<file path="config.mk">
export PLATFORM = sky130hd
export DESIGN_NAME = ftd_ctrl
export DESIGN_NICKNAME = d
export VERILOG_FILES = /design/src/rtl/ftd_pkg.sv /design/src/rtl/ftd_ctrl.sv
export SDC_FILE = /design/constraint.sdc
export NUM_CORES = 1
export LEC_CHECK = 0
export ABC_AREA = 1
export BUFFER_PORTS_ARGS = -buffer_cell sky130_fd_sc_hd__buf_2
export CORE_MARGIN = 2
export CORE_UTILIZATION = 50
export CTS_BUF_LIST = sky130_fd_sc_hd__clkbuf_16
export DETAILED_ROUTE_END_ITERATION = 6
export PLACE_DENSITY_LB_ADDON = 0.3
export SLEW_MARGIN = 30
export SYNTH_ARGS = -nofsm -noshare
export SYNTH_HDL_FRONTEND = slang
export SYNTH_SLANG_ARGS = --single-unit
</file>
<file path="constraint.sdc">
create_clock -name i_clk -period 3.7 [get_ports i_clk]
set_input_delay 0.185 -clock i_clk [delete_from_list [all_inputs] [get_ports i_clk]]
set_output_delay 0.185 -clock i_clk [all_outputs]
set_load 0.005 [all_outputs]
</file>
<file path="src/rtl/ftd_pkg.sv">
// Shared constants, command encoding and arithmetic helpers of the fixed-time differentiator.
package ftd_pkg;

    // Saturation limits of the 32-bit signed Q16.16 datapath.
    localparam logic signed [31:0] SAT_MAX = 32'sh7FFF_FFFF;
    localparam logic signed [31:0] SAT_MIN = 32'sh8000_0000;

    // Iteration counts.
    localparam int NORM_STEPS  = 5;
    localparam int FRAC_STEPS  = 24;
    localparam int ROOT_CYCLES = 16;
    localparam int POWERS      = 6;
    localparam int POST_OPS    = 6;
    localparam int EST_COUNT   = 3;

    // Configuration register indexes.
    localparam int CFG_IDX_W = 3;
    localparam logic [CFG_IDX_W-1:0] REG_GAIN_FIRST     = 3'd0;
    localparam logic [CFG_IDX_W-1:0] REG_GAIN_SECOND    = 3'd1;
    localparam logic [CFG_IDX_W-1:0] REG_GAIN_THIRD     = 3'd2;
    localparam logic [CFG_IDX_W-1:0] REG_SLOW_EXPONENT  = 3'd3;
    localparam logic [CFG_IDX_W-1:0] REG_FAST_EXPONENT  = 3'd4;
    localparam logic [CFG_IDX_W-1:0] REG_STEP_TIME      = 3'd5;
    localparam logic [CFG_IDX_W-1:0] REG_START_ESTIMATE = 3'd6;

    // Register reset values.
    localparam logic [31:0] GAIN_RESET     = 32'd32768;
    localparam logic [15:0] SLOW_EXP_RESET = 16'd8192;
    localparam logic [15:0] FAST_EXP_RESET = 16'd24576;
    localparam logic [23:0] STEP_RESET     = 24'd838861;

    // Exponent arithmetic in Q2.14: 1.0, 2.0 and the reciprocal of 3 scaled by 2^17.
    localparam logic [16:0] EXP_ONE    = 17'd16384;
    localparam logic [16:0] EXP_TWO    = 17'd32768;
    localparam logic [16:0] DIV3_RECIP = 17'd43691;

    // 1.0 in the Q1.30 format of the exponential root chain.
    localparam logic [30:0] ROOT_ONE = 31'h4000_0000;

    // Datapath operation codes.
    localparam logic [3:0] OP_NONE    = 4'd0;
    localparam logic [3:0] OP_CAPTURE = 4'd1;
    localparam logic [3:0] OP_NORM    = 4'd2;
    localparam logic [3:0] OP_SQUARE  = 4'd3;
    localparam logic [3:0] OP_PLOAD   = 4'd4;
    localparam logic [3:0] OP_EXPMUL  = 4'd5;
    localparam logic [3:0] OP_SLOAD   = 4'd6;
    localparam logic [3:0] OP_SITER   = 4'd7;
    localparam logic [3:0] OP_FIN     = 4'd8;
    localparam logic [3:0] OP_SUM     = 4'd9;
    localparam logic [3:0] OP_GMUL    = 4'd10;
    localparam logic [3:0] OP_GSHIFT  = 4'd11;
    localparam logic [3:0] OP_SLOPE   = 4'd12;
    localparam logic [3:0] OP_IMUL    = 4'd13;
    localparam logic [3:0] OP_INTEG   = 4'd14;
    localparam logic [3:0] OP_OUTLOAD = 4'd15;

    // Command from the controller: operation and a step, power or estimate index.
    typedef struct packed {
        logic [3:0] op;
        logic [4:0] idx;
    } t_cmd;

    // State of the bit-pair integer square root.
    typedef struct packed {
        logic [63:0] rem;
        logic [63:0] res;
        logic [63:0] one_hot;
    } t_root;

    // Saturate a 34-bit signed value to 32 bits.
    function automatic logic signed [31:0] sat34(input logic signed [33:0] v);
        logic signed [31:0] o;
        if (v > 34'sd2147483647) begin
            o = SAT_MAX;
        end else if (v < -34'sd2147483648) begin
            o = SAT_MIN;
        end else begin
            o = v[31:0];
        end
        return o;
    endfunction

    // Apply a sign to a 48-bit magnitude and saturate to 32 bits.
    function automatic logic signed [31:0] sat_mag(input logic neg, input logic [47:0] m);
        logic signed [31:0] o;
        if (!neg) begin
            o = (m > 48'd2147483647) ? SAT_MAX : $signed(m[31:0]);
        end else begin
            o = (m > 48'd2147483648) ? SAT_MIN : $signed(32'(-m[31:0]));
        end
        return o;
    endfunction

    // One restoring step of the integer square root.
    function automatic t_root root_step(input t_root s);
        t_root       o;
        logic [63:0] trial;
        trial = s.res + s.one_hot;
        o     = s;
        if (s.rem >= trial) begin
            o.rem = s.rem - trial;
            o.res = (s.res >> 1) + s.one_hot;
        end else begin
            o.res = s.res >> 1;
        end
        o.one_hot = s.one_hot >> 2;
        return o;
    endfunction

endpackage

</file>
<file path="src/rtl/ftd_ctrl.sv">
// Sequencer of the differentiator: walks log, six powers and the integration steps.
module ftd_ctrl (
    input  logic          i_clk,
    input  logic          i_rst_n,
    input  logic          i_in_valid,
    output logic          o_in_ready,
    output logic          o_out_valid,
    input  logic          i_out_ready,
    output ftd_pkg::t_cmd o_cmd
);
    import ftd_pkg::*;

    localparam logic [3:0] S_IDLE  = 4'd0;
    localparam logic [3:0] S_NORM  = 4'd1;
    localparam logic [3:0] S_SQ    = 4'd2;
    localparam logic [3:0] S_PLOAD = 4'd3;
    localparam logic [3:0] S_EMUL  = 4'd4;
    localparam logic [3:0] S_SLOAD = 4'd5;
    localparam logic [3:0] S_SITER = 4'd6;
    localparam logic [3:0] S_FIN   = 4'd7;
    localparam logic [3:0] S_POST  = 4'd8;
    localparam logic [3:0] S_OUT   = 4'd9;

    logic [3:0] r_state, n_state;
    logic [4:0] r_cnt, n_cnt;
    logic [3:0] r_it, n_it;
    logic [2:0] r_pow, n_pow;
    logic [1:0] r_est, n_est;
    logic [2:0] r_pstep, n_pstep;
    logic       r_out_valid, n_out_valid;
    logic       out_free;
    logic [3:0] post_op;

    assign out_free    = !r_out_valid || i_out_ready;
    assign o_in_ready  = (r_state == S_IDLE);
    assign o_out_valid = r_out_valid;

    // Operation of each step of the integration sequence.
    always_comb begin
        unique case (r_pstep)
            3'd0:    post_op = OP_SUM;
            3'd1:    post_op = OP_GMUL;
            3'd2:    post_op = OP_GSHIFT;
            3'd3:    post_op = OP_SLOPE;
            3'd4:    post_op = OP_IMUL;
            3'd5:    post_op = OP_INTEG;
            default: post_op = OP_NONE;
        endcase
    end

    // Next state and command.
    always_comb begin
        n_state     = r_state;
        n_cnt       = r_cnt;
        n_it        = r_it;
        n_pow       = r_pow;
        n_est       = r_est;
        n_pstep     = r_pstep;
        n_out_valid = r_out_valid && !i_out_ready;
        o_cmd       = '{op: OP_NONE, idx: 5'd0};
        unique case (r_state)
            S_IDLE: begin
                if (i_in_valid) begin
                    o_cmd.op = OP_CAPTURE;
                    n_cnt    = 5'd0;
                    n_state  = S_NORM;
                end
            end
            S_NORM: begin
                o_cmd = '{op: OP_NORM, idx: r_cnt};
                n_cnt = r_cnt + 5'd1;
                if (r_cnt == 5'(NORM_STEPS - 1)) begin
                    n_cnt   = 5'd0;
                    n_state = S_SQ;
                end
            end
            S_SQ: begin
                o_cmd.op = OP_SQUARE;
                n_cnt    = r_cnt + 5'd1;
                if (r_cnt == 5'(FRAC_STEPS - 1)) begin
                    n_pow   = 3'd0;
                    n_state = S_PLOAD;
                end
            end
            S_PLOAD: begin
                o_cmd   = '{op: OP_PLOAD, idx: {2'b00, r_pow}};
                n_state = S_EMUL;
            end
            S_EMUL: begin
                o_cmd.op = OP_EXPMUL;
                n_cnt    = 5'd0;
                n_state  = S_SLOAD;
            end
            S_SLOAD: begin
                o_cmd   = '{op: OP_SLOAD, idx: r_cnt};
                n_it    = 4'd0;
                n_state = S_SITER;
            end
            S_SITER: begin
                o_cmd.op = OP_SITER;
                n_it     = r_it + 4'd1;
                if (r_it == 4'(ROOT_CYCLES - 1)) begin
                    if (r_cnt == 5'(FRAC_STEPS - 1)) begin
                        n_state = S_FIN;
                    end else begin
                        n_cnt   = r_cnt + 5'd1;
                        n_state = S_SLOAD;
                    end
                end
            end
            S_FIN: begin
                o_cmd = '{op: OP_FIN, idx: {2'b00, r_pow}};
                if (r_pow == 3'(POWERS - 1)) begin
                    n_est   = 2'd0;
                    n_pstep = 3'd0;
                    n_state = S_POST;
                end else begin
                    n_pow   = r_pow + 3'd1;
                    n_state = S_PLOAD;
                end
            end
            S_POST: begin
                o_cmd   = '{op: post_op, idx: {3'b000, r_est}};
                n_pstep = r_pstep + 3'd1;
                if (r_pstep == 3'(POST_OPS - 1)) begin
                    n_pstep = 3'd0;
                    if (r_est == 2'(EST_COUNT - 1)) begin
                        n_state = S_OUT;
                    end else begin
                        n_est = r_est + 2'd1;
                    end
                end
            end
            S_OUT: begin
                if (out_free) begin
                    o_cmd.op    = OP_OUTLOAD;
                    n_out_valid = 1'b1;
                    n_state     = S_IDLE;
                end
            end
            default: begin
                n_state = S_IDLE;
            end
        endcase
    end

    // Control registers.
    always_ff @(posedge i_clk) begin
        if (!i_rst_n) begin
            r_state     <= S_IDLE;
            r_cnt       <= 5'd0;
            r_it        <= 4'd0;
            r_pow       <= 3'd0;
            r_est       <= 2'd0;
            r_pstep     <= 3'd0;
            r_out_valid <= 1'b0;
        end else begin
            r_state     <= n_state;
            r_cnt       <= n_cnt;
            r_it        <= n_it;
            r_pow       <= n_pow;
            r_est       <= n_est;
            r_pstep     <= n_pstep;
            r_out_valid <= n_out_valid;
        end
    end

endmodule

</file>
; Word level (Yosys, flattened, before mapping)
; Cells that the tools add are included.
[op_classes]
n_addsub = 5
n_eq_ne = 30
n_mux = 33
n_reduce_logical = 17
[op_table]
columns = operator, count
row1 = 4-bit one-hot mux with 10 select lines, 2
row2 = 4-bit two-way mux, 9
row3 = 5-bit one-hot mux with 5 select lines, 1
row4 = 4-bit one-hot mux with 6 select lines, 1
row5 = "2-bit != test, second input constant", 11
row6 = 5-bit two-way mux, 4
row7 = "4-bit by 3-bit == test with 1-bit output, second input constant", 4
row8 = 5-bit one-hot mux with 3 select lines, 1
row9 = "4-bit == test, second input constant", 3
row10 = 3-bit two-way mux, 4
row11 = 3-bit one-hot mux with 2 select lines, 2
row12 = "3-bit == test, second input constant", 3
row13 = "4-bit by 2-bit == test with 1-bit output, second input constant", 2
row14 = 2-bit two-way mux, 4
row15 = 4-bit one-hot mux with 2 select lines, 1
row16 = 4-bit AND reduction, 2
row17 = 7-bit AND reduction, 1
row18 = "3-bit by 1-bit adder with 3-bit output, second input constant", 2
row19 = "3-bit by 2-bit == test with 1-bit output, second input constant", 2
row20 = 2-bit nonzero test, 3
row21 = "5-bit by 1-bit adder with 5-bit output, second input constant", 1
row22 = "5-bit by 3-bit == test with 1-bit output, second input constant", 1
row23 = "5-bit == test, second input constant", 1
row24 = 5-bit nonzero test, 1
row25 = 15 further kinds, 19
[totals]
ff_bits = 22
input_bits = 4
elab_cells = 92

; Longest topological paths before layout
; Gate-level depths: netlist of the first run.
[depth]
depth_word = 4
mapped_depth = 11
ltp_nobuf = 10

; Least setup slack after synthesis of the first run
; Ideal clock, no wire load.
[synth_path]
path_kind = register -> register
startpoint = register r_cnt[0]
endpoint = register r_cnt[1]
setup_time_ns = 0.119
t_arrival_ns = 1.139
required_time_ns = 3.581
path_slack_ns = 2.442
stages_incl_launch_ff = 8
synth_period_minus_slack_ns = 1.258
cell_sequence = dfxtp_1 -> ha_1 -> nand2_1 -> nor2_1 -> o21ai_2 -> nand2_2 -> o21ai_2 -> nor2_1
[synth_between]
elab_chain_len = 4
[synth_lines]
columns = element, line_no
row1 = "start, declared", ftd_ctrl.sv:25  ; logic [4:0] r_cnt, n_cnt;
row2 = "start signal, assigned", ftd_ctrl.sv:159  ; r_cnt <= n_cnt;
row3 = 5-bit by 1-bit adder with 5-bit output, "ftd_ctrl.sv:71, ftd_ctrl.sv:79, ftd_ctrl.sv:106"
row4 = 5-bit two-way mux, ftd_ctrl.sv:103  ; if (r_cnt == 5'(FRAC_STEPS - 1)) begin
row5 = 5-bit two-way mux, ftd_ctrl.sv:102  ; if (r_it == 4'(ROOT_CYCLES - 1)) begin
row6 = 5-bit one-hot mux with 5 select lines, ftd_ctrl.sv:61  ; unique case (r_state)
; Several ways; a longest one is shown, not always the timed one. The select of a mux whose other input is x is not followed.
; A chain may end at the register's enable or synchronous reset.

==> results.sh, run 1 <==
export IMPL_setup_viol=0
export IMPL_final_common_cell="nand2_1"
export IMPL_coreArea_um2=3000
export IMPL_max_freq_ghz=0.532
export IMPL_drt_iter0_markers=75
export IMPL_synth_compound_area_share_pct=13.6
export IMPL_layout_common_cells="nand2_1, nor2_1, inv_1, dfxtp_1, nand3_1"
export IMPL_dp_hpwl_um=2770
export IMPL_yosysSeqAreaShare_pct=28.6
export IMPL_yosysWarnings=0
export IMPL_cts_inserted_buffers=3
export IMPL_met3_wirelength_um=110
export IMPL_final_hold_viol_count=0
export IMPL_grt_usage_pct=23.0
export IMPL_diodes=0
export IMPL_worstPathArrival_ps=1690
export IMPL_rsz0062_at_grt="false"
export IMPL_initial_core_util_pct=51.3
export IMPL_cp_slowest_stage_delay_ps=490
export IMPL_grt_max_degree=14
export IMPL_multi_input_area_um2=956
export IMPL_skew_ps=6.44
export IMPL_maxCapViolCount=0
export IMPL_crit_top_cell="nand2_1"
export IMPL_nNetsFinal=278
export IMPL_dr_pass1_iters=4
export IMPL_die_h_um=59.5
export IMPL_synth_top_family_by_area="simple AND/OR/NAND/NOR gates"
export IMPL_die_area_um2=3540
export IMPL_ios=15
export IMPL_synth_xor_area_share_pct=0.569
export IMPL_syn_area_um2=1540
export IMPL_drt_wirelength_per_cell_um=12.5
export IMPL_whs_ps=262
export IMPL_met1_length_um=1790
export IMPL_overflow=0
export IMPL_drv_slew=0
export IMPL_fin_util_pct=58.0
export IMPL_avgViaCountPerCell=5.31
export IMPL_drive_above_1_share_pct=16.2
export IMPL_synth_ff_type="dfxtp_1"
export IMPL_final_antenna_net_count=0
export IMPL_final_area_um2=1740
export IMPL_fin_tns_setup_ps=0
export IMPL_n_fill_cell=309
export IMPL_worst_pin_slew_ps=450
export IMPL_chipWidth_um=59.5
export IMPL_synth_edff_count=0
export IMPL_antenna_found_initial=0
export IMPL_synthCells=251
export IMPL_grt_pass1_wl_um=6190
export IMPL_gp_congestion=0.934
export IMPL_clkLatencyLatePin_ps=260
export IMPL_top_layer="met4"
export IMPL_synth_distinct_cells=25
export IMPL_synth_ff_latch_count=22
export IMPL_yosys_area_share_simple_pct=42.2
export IMPL_syn_nets=262
export IMPL_vdd_drop_max_mv=0.326
export IMPL_endpoint_kind="output port"
export IMPL_synth_avg_cell_area_um2=6.14
export IMPL_path_class="flip-flop to output port"
export IMPL_post_cts_buffers=0
export IMPL_p_per_area_nw_per_um2=681
export IMPL_post_cts_resize_count=0
export IMPL_slew_headroom_pct=69.7
export IMPL_cts_hold_buffers=0
export IMPL_wl_met2_um=1750
export IMPL_vias=1587
export IMPL_synthAdderAreaFrac_pct=5.69
export IMPL_synthMuxAreaShare_pct=0
export IMPL_root_buffer="clkbuf_16"
export IMPL_async_flop_share_pct=0
export IMPL_clk_transition_reported_paths_ps=70
export IMPL_fin_crit_sh_pct=50.8
export IMPL_post_dp_cell_area_um2=1640
export IMPL_cts_sinks=22
export IMPL_worst_setup_path_start_kind="flip-flop"
export IMPL_seq_area_um2=440
export IMPL_hold_class="input port to flip-flop"
export IMPL_drcViolationCount=0
export IMPL_tritoncts="yes"
export IMPL_total_power_mw=1.19
export IMPL_outcome="finished, final reports clean"
export IMPL_clockBufferDepth=2
export IMPL_path_cells="nand2_1 > nor2_4 > inv_2 > a21oi_1 > nand2_1 > nand4_1 > buf_2"
export IMPL_grt_pass1_vias=1406
export IMPL_rows=20
export IMPL_port_buffers=14
export IMPL_cp_slowest_cell="dfxtp_1"
export IMPL_cp_max_fo=7
export IMPL_totalWireLength_um=3720
export IMPL_cp_required_ps=3510
export IMPL_h_tree_depth=1
export IMPL_areaGrowthSynthToFinish_pct=13.0
export IMPL_fin_crit_ps=1880
export IMPL_leakagePower_nw=0.806
[cells by family (layout without fill, tap and decap cells)]
family | after synthesis | in the layout
and+or+nand+nor | 147 | 147
adders and majority gates | 7 | 7
buffers and inverters | 37 | 52
xor gates and xnor gates | 1 | 1
AOI/OAI and AO/OA | 37 | 37
DFF | 22 | 22
[final cells by class]
class	instances	share of cell area (%)
multi-input cells	192	54.9
clock buffers	3	4.31
well taps	33	2.37
clock inverters	1	1.73
inverters	34	7.33
repair buffers	14	4.03
flip-flops and latches	22	25.3
[metrics by stage]
step	setup WS [ps]	instances
after global placement	2090	295
after global routing	1720	299
after floorplan	2440	251
after CTS	1830	299
final	1820	299
after detailed placement	2100	295
[where the power goes]
| part | leakage (nW) | switching (mW) | internal (mW) |
|---|---|---|---|
| clock network | 0.0511 | 0.0967 | 0.215 |
| registers | 0.179 | 0.0551 | 0.280 |
| logic | 0.577 | 0.355 | 0.183 |
| total | 0.806 | 0.507 | 0.678 |
[synthesized netlist by cell type (2+ instances only)]
cell type | instances | area [um^2]
nand3_1 | 20 | 100
nor2_4 | 3 | 33.8
nand4_1 | 6 | 37.5
o211ai_1 | 2 | 15.0
inv_2 | 6 | 22.5
nor2_1 | 37 | 139
o21ai_0 | 15 | 75.1
o21ai_1 | 2 | 10.0
nor2_2 | 4 | 25.0
inv_1 | 28 | 105
ha_1 | 7 | 87.6
a21oi_1 | 13 | 65.1
nand2_1 | 66 | 248
o21ai_2 | 2 | 17.5
dfxtp_1 | 22 | 440
nand2_2 | 9 | 56.3
[critical path: cells and delay by family (launching register included)]
family,cells,cell delay [ps]
AO/OA/AOI/OAI,1,180
buffers and inverters,2,210
flip-flops,1,490
AND/OR/NAND/NOR,4,550
[routing by layer]
layer	vias up	track usage [%]
li1	831	-
met4	0	8.89
met2	27	35.9
met5	-	0
met3	9	3.28
met1	720	32.0
[sequential cells by signal, summed over array words and instances, names as in the netlist]
signal / count
r_cnt: 5
r_pstep: 3
o_out_valid: 1
r_it: 4
r_state: 4
r_pow: 3
r_est: 2
[final timing paths]
| path | startpoint | end | slack, ps | depth (start not counted) |
|---|---|---|---|---|
| min | i_rst_n | r_it[3] | 260 | 3 |
| min reg2reg | r_it[1] | r_it[1] | 490 | 2 |
| max | r_state[3] | o_cmd[6] | 1820 | 7 |
| max reg2reg | r_state[1] | r_pow[2] | 2110 | 7 |
(Power assumes the default switching activity.)
==> run 2, diff against run 1 <==
Clock period 3.7 ns to 1.72 ns, I/O delays scaled along.
==> run 2 against run 1 <==
Compared with the run above:
- cell count rose by 0.33%
- global-route usage decreased by 0.48 points
- setup slack lost 1700 ps
- combinational power is 120% higher
- count of clock-buffer cells in the layout unchanged
- total power increased by 120%
- critical endpoint unchanged
==> results.sh, run 2 (synthesis results as in run 1) <==
export IMPL_leakagePower_nw=0.814
export IMPL_grt_pass1_vias=1426
export IMPL_nNetsFinal=279
export IMPL_avgViaCountPerCell=5.26
export IMPL_skew_ps=2.18
export IMPL_clockBufferDepth=2
export IMPL_drcViolationCount=0
export IMPL_endpoint_kind="output port"
export IMPL_reg_top3="r_cnt: 5 flops, r_it: 4 flops, r_state: 4 flops"
export IMPL_coreArea_um2=3000
export IMPL_totalWireLength_um=3620
export IMPL_die_area_um2=3540
export IMPL_maxCapViolCount=0
export IMPL_drv_slew=0
export IMPL_grt_usage_pct=22.5
export IMPL_cp_required_ps=1630
export IMPL_dr_pass1_iters=4
export IMPL_final_hold_viol_count=0
export IMPL_slew_headroom_pct=78.5
export IMPL_post_dp_cell_area_um2=1640
export IMPL_final_common_cell="nand2_1"
export IMPL_regMostFlops="r_cnt"
export IMPL_root_buffer="clkbuf_16"
export IMPL_outcome="finished, final reports clean"
export IMPL_layout_common_cells="nand2_1, nor2_1, inv_1, nand3_1, dfxtp_1"
export IMPL_p_per_area_nw_per_um2=1460
export IMPL_rows=20
export IMPL_h_tree_depth=1
export IMPL_worst_setup_path_start_kind="flip-flop"
export IMPL_fin_tns_setup_ps=0
export IMPL_fin_crit_sh_pct=92.1
export IMPL_ios=15
export IMPL_min_to="r_it[3]"
export IMPL_areaGrowthSynthToFinish_pct=13.8
export IMPL_gp_congestion=0.969
export IMPL_fin_crit_ps=1580
export IMPL_hold_path_depth=3
export IMPL_die_h_um=59.5
export IMPL_vias=1579
export IMPL_diodes=0
export IMPL_overflow=0
export IMPL_rr_endpoint="r_state[3]"
export IMPL_reg2reg_depth=8
export IMPL_drt_wirelength_per_cell_um=12.1
export IMPL_drt_iter0_markers=92
export IMPL_multi_input_area_um2=956
export IMPL_clk_transition_reported_paths_ps=60
export IMPL_antenna_found_initial=0
export IMPL_cts_inserted_buffers=3
export IMPL_rsz0062_at_grt="false"
export IMPL_worst_pin_slew_ps=322
export IMPL_holdCritStartpoint="i_rst_n"
export IMPL_n_fill_cell=289
export IMPL_grt_pass1_wl_um=6110
export IMPL_reg2reg_slack_ps=250
export IMPL_grt_max_degree=14
export IMPL_cp_max_fo=7
export IMPL_tritoncts="yes"
export IMPL_cts_sinks=22
export IMPL_dp_hpwl_um=2780
export IMPL_vdd_drop_max_mv=0.841
export IMPL_setup_viol=0
export IMPL_max_freq_ghz=0.632
export IMPL_path_class="flip-flop to output port"
export IMPL_clkLatencyLatePin_ps=260
export IMPL_initial_core_util_pct=51.3
export IMPL_chipWidth_um=59.5
export IMPL_largest_register_ffs=5
export IMPL_hold_class="input port to flip-flop"
export IMPL_final_antenna_net_count=0
export IMPL_port_buffers=14
export IMPL_seq_area_um2=445
export IMPL_fin_util_pct=58.4
export IMPL_reg2reg_from="r_cnt[0]"
export IMPL_final_area_um2=1750
export IMPL_worstPathArrival_ps=1500
export IMPL_cts_hold_buffers=0
export IMPL_total_power_mw=2.55
export IMPL_drive_above_1_share_pct=18.0
## run 2: cell count changes in the layout (fill, tap and decap cells not counted), sizes merged
cell,previous run,this run
buf,14,15
## run 2: worst max path at each step
| stage | from | endpoint | slack [ps] | cells past startpoint |
|---|---|---|---|---|
| 2_1_floorplan | r_cnt[0] | r_cnt[1] | 460 | 7 |
| 3_3_place_gp | r_state[3] | r_state[1] | 260 | 9 |
| 3_5_place_dp | r_state[1] | r_pow[1] | 230 | 7 |
| 4_1_cts | r_state[2] | o_cmd[6] | 60 | 8 |
| 5_1_grt | r_state[0] | o_cmd[6] | 60 | 8 |
| 6_report | r_state[0] | o_cmd[6] | 140 | 8 |
## run 2: timing repair
item,in CTS,in global routing
setup buffers,0,1
gates resized for setup,1,4
endpoints found under the setup margin,1,4
pin swaps,0,1
## run 2: per-layer routing
metal  vias up  track usage (%)  share of wire [%]
met5         -                0                  0
met4         0             7.30               0.77
met3         5             4.37                5.6
met2        45             37.0                 47
met1       697             29.6                 47
li1        832                -                  -
## run 2: power breakdown
part	switching, mW	internal (mW)	leakage, nW
clock	0.202	0.463	0.0511
combinational	0.765	0.399	0.582
sequential	0.114	0.610	0.180
total	1.08	1.47	0.814
## run 2: per-stage QoR
stage / hold WS, ps / instances / setup slack, ps
after floorplan: 291 / 251 / 462
after global placement: 429 / 295 / 258
after detailed placement: 428 / 295 / 232
after CTS: 154 / 299 / 62.2
after global routing: 188 / 300 / 61.3
final: 159 / 300 / 137
## run 2: area by class of cell
type                            count  area share (%)
Multi-Input combinational cell    192            54.5
Inverter                           34            7.28
Sequential cell                    22            25.4
Clock inverter                      1            1.71
Tap cell                           33            2.36
Clock buffer                        3            4.28
Timing Repair Buffer               15            4.43
## run 2: critical path: stages (launching register included)
cell	delay [ps]
dfxtp_2	360
inv_2	110
nand2_2	90
nor2_4	160
inv_2	90
a21oi_1	160
nand2_1	80
nand4_1	80
buf_2	120
==> run 3, diff against run 2 <==
==> constraint.sdc (replaced) <==
create_clock -name i_clk -period 1.72 [get_ports i_clk]
set_input_delay 0.172 -clock i_clk [delete_from_list [all_inputs] [get_ports i_clk]]
set_output_delay 0.172 -clock i_clk [all_outputs]
set_load 0.005 [all_outputs]
==> run 3 against run 2 <==
Compared with the run above:
- core utilization is 0.75 points lower
- register-to-register slack hardly changed
- first-iteration DRC count is 9.8% lower
- critical endpoint is now o_cmd[5]
- highest routed layer unchanged
==> results.sh, run 3 (synthesis results as in run 1) <==
export IMPL_grt_pass1_wl_um=6040
export IMPL_final_area_um2=1730
export IMPL_diodes=0
export IMPL_grt_usage_pct=22.1
export IMPL_gp_congestion=0.916
export IMPL_clockBufferDepth=2
export IMPL_cts_sinks=22
export IMPL_initial_core_util_pct=51.3
export IMPL_clk_transition_reported_paths_ps=60
export IMPL_worst_pin_slew_ps=433
export IMPL_hold_class="input port to flip-flop"
export IMPL_nNetsFinal=279
export IMPL_tritoncts="yes"
export IMPL_rows=20
export IMPL_worstSetupStartpoint="r_state[1]"
export IMPL_cp_required_ps=1550
export IMPL_dp_hpwl_um=2800
export IMPL_rsz0062_at_grt="false"
export IMPL_holdCritStartpoint="i_rst_n"
export IMPL_max_freq_ghz=0.616
export IMPL_drv_slew=0
export IMPL_ios=15
export IMPL_totalWireLength_um=3610
export IMPL_cp_max_fo=8
export IMPL_chipWidth_um=59.5
export IMPL_drcViolationCount=0
export IMPL_min_to="r_state[0]"
export IMPL_outcome="finished, final reports clean"
export IMPL_dr_pass1_iters=4
export IMPL_coreArea_um2=3000
export IMPL_reg2reg_depth=7
export IMPL_areaGrowthSynthToFinish_pct=12.3
export IMPL_h_tree_depth=1
export IMPL_final_antenna_net_count=0
export IMPL_grt_pass1_vias=1350
export IMPL_endpoint_kind="output port"
export IMPL_final_common_cell="nand2_1"
export IMPL_final_hold_viol_count=0
export IMPL_vdd_drop_max_mv=0.880
export IMPL_grt_max_degree=13
export IMPL_fin_tns_setup_ps=0
export IMPL_cts_hold_buffers=0
export IMPL_skew_ps=2.68
export IMPL_post_dp_cell_area_um2=1640
export IMPL_drt_iter0_markers=83
export IMPL_maxCapViolCount=0
export IMPL_die_area_um2=3540
export IMPL_avgViaCountPerCell=5.37
export IMPL_rr_endpoint="r_pow[1]"
export IMPL_fin_crit_sh_pct=94.4
export IMPL_antenna_found_initial=0
export IMPL_clkLatencyLatePin_ps=260
export IMPL_largest_register_ffs=5
export IMPL_hold_path_depth=3
export IMPL_reg2reg_slack_ps=260
export IMPL_root_buffer="clkbuf_16"
export IMPL_worst_setup_path_start_kind="flip-flop"
export IMPL_regMostFlops="r_cnt"
export IMPL_layout_common_cells="nand2_1, nor2_1, inv_1, nand3_1, dfxtp_1"
export IMPL_drt_wirelength_per_cell_um=12.0
export IMPL_worstPathArrival_ps=1450
export IMPL_drive_above_1_share_pct=18.0
export IMPL_die_h_um=59.5
export IMPL_setup_viol=0
export IMPL_cts_inserted_buffers=3
export IMPL_path_class="flip-flop to output port"
export IMPL_slew_headroom_pct=70.8
export IMPL_leakagePower_nw=0.801
export IMPL_reg2reg_from="r_state[1]"
export IMPL_overflow=0
export IMPL_reg_top3="r_cnt: 5 flops, r_it: 4 flops, r_state: 4 flops"
export IMPL_port_buffers=14
export IMPL_fin_crit_ps=1620
export IMPL_p_per_area_nw_per_um2=1380
export IMPL_vias=1611
==> run 3: cell count changes in the layout (fill, tap and decap cells not counted) <==
cell,before,now
o21ai_1,3,2
o21ai_0,14,15
a21oi_2,0,1
a21oi_1,13,12
bufinv_16,1,0
clkinv_1,0,1
==> run 3: what timing repair did <==
action	in CTS	in global routing
gates cloned	0	0
gates resized for setup	2	3
endpoints found under the setup margin	2	7
pin swaps	1	0
setup buffers	1	0
==> run 3: cell type report <==
| class | count | area [um^2] |
|---|---|---|
| clock buffers | 3 | 75.1 |
| inverters | 34 | 128 |
| multi-input cells | 192 | 960 |
| flip-flops and latches | 22 | 445 |
| clock inverters | 1 | 3.75 |
| fillers | 310 | 1270 |
| well taps | 33 | 41.3 |
| repair buffers | 15 | 77.6 |
==> run 3: worst max path at each step <==
stage | endpoint | slack (ps) | depth (start not counted)
4_1_cts | o_cmd[6] | 40 | 8
6_report | o_cmd[5] | 100 | 6
5_1_grt | o_cmd[5] | 0.3 | 5
2_1_floorplan | r_cnt[1] | 460 | 7
3_3_place_gp | o_cmd[6] | 120 | 7
3_5_place_dp | r_pow[2] | 170 | 7
==> run 3: layer usage <==
metal  share of wire (%)  track usage (%)  vias up
met4                0.72             4.44        0
li1                    -                -      837
met1                  49             31.0      743
met5                   0                0        -
met3                 3.4             5.24        5
met2                  46             34.7       26
==> run 3: metrics by stage <==
stage / worst slack, ps / power, mW / cells / hold slack [ps] / util (%)
after floorplan: 462 / 1.59 / 251 / 377 / -
after global placement: 121 / 1.85 / 295 / 469 / 54.5
after detailed placement: 167 / 1.87 / 295 / 467 / 54.5
after CTS: 43.3 / 2.39 / 300 / 246 / 57.4
after global routing: 0.300 / 2.59 / 300 / 268 / 57.6
final: 95.8 / 2.39 / 300 / 254 / 57.6
==> run 3: power breakdown <==
part           switching, mW  leakage (nW)  internal, mW
logic                  0.758         0.582         0.401
clock network          0.192        0.0385         0.311
registers              0.118         0.180         0.610
==> run 3: worst max-delay path, cell delays in order (launching register included) <==
cell and delay, ps:
dfxtp_2 430, inv_1 90, nand2_1 110, nor2_1 60, o21ai_0 180, o211ai_1 160
buf_2 150
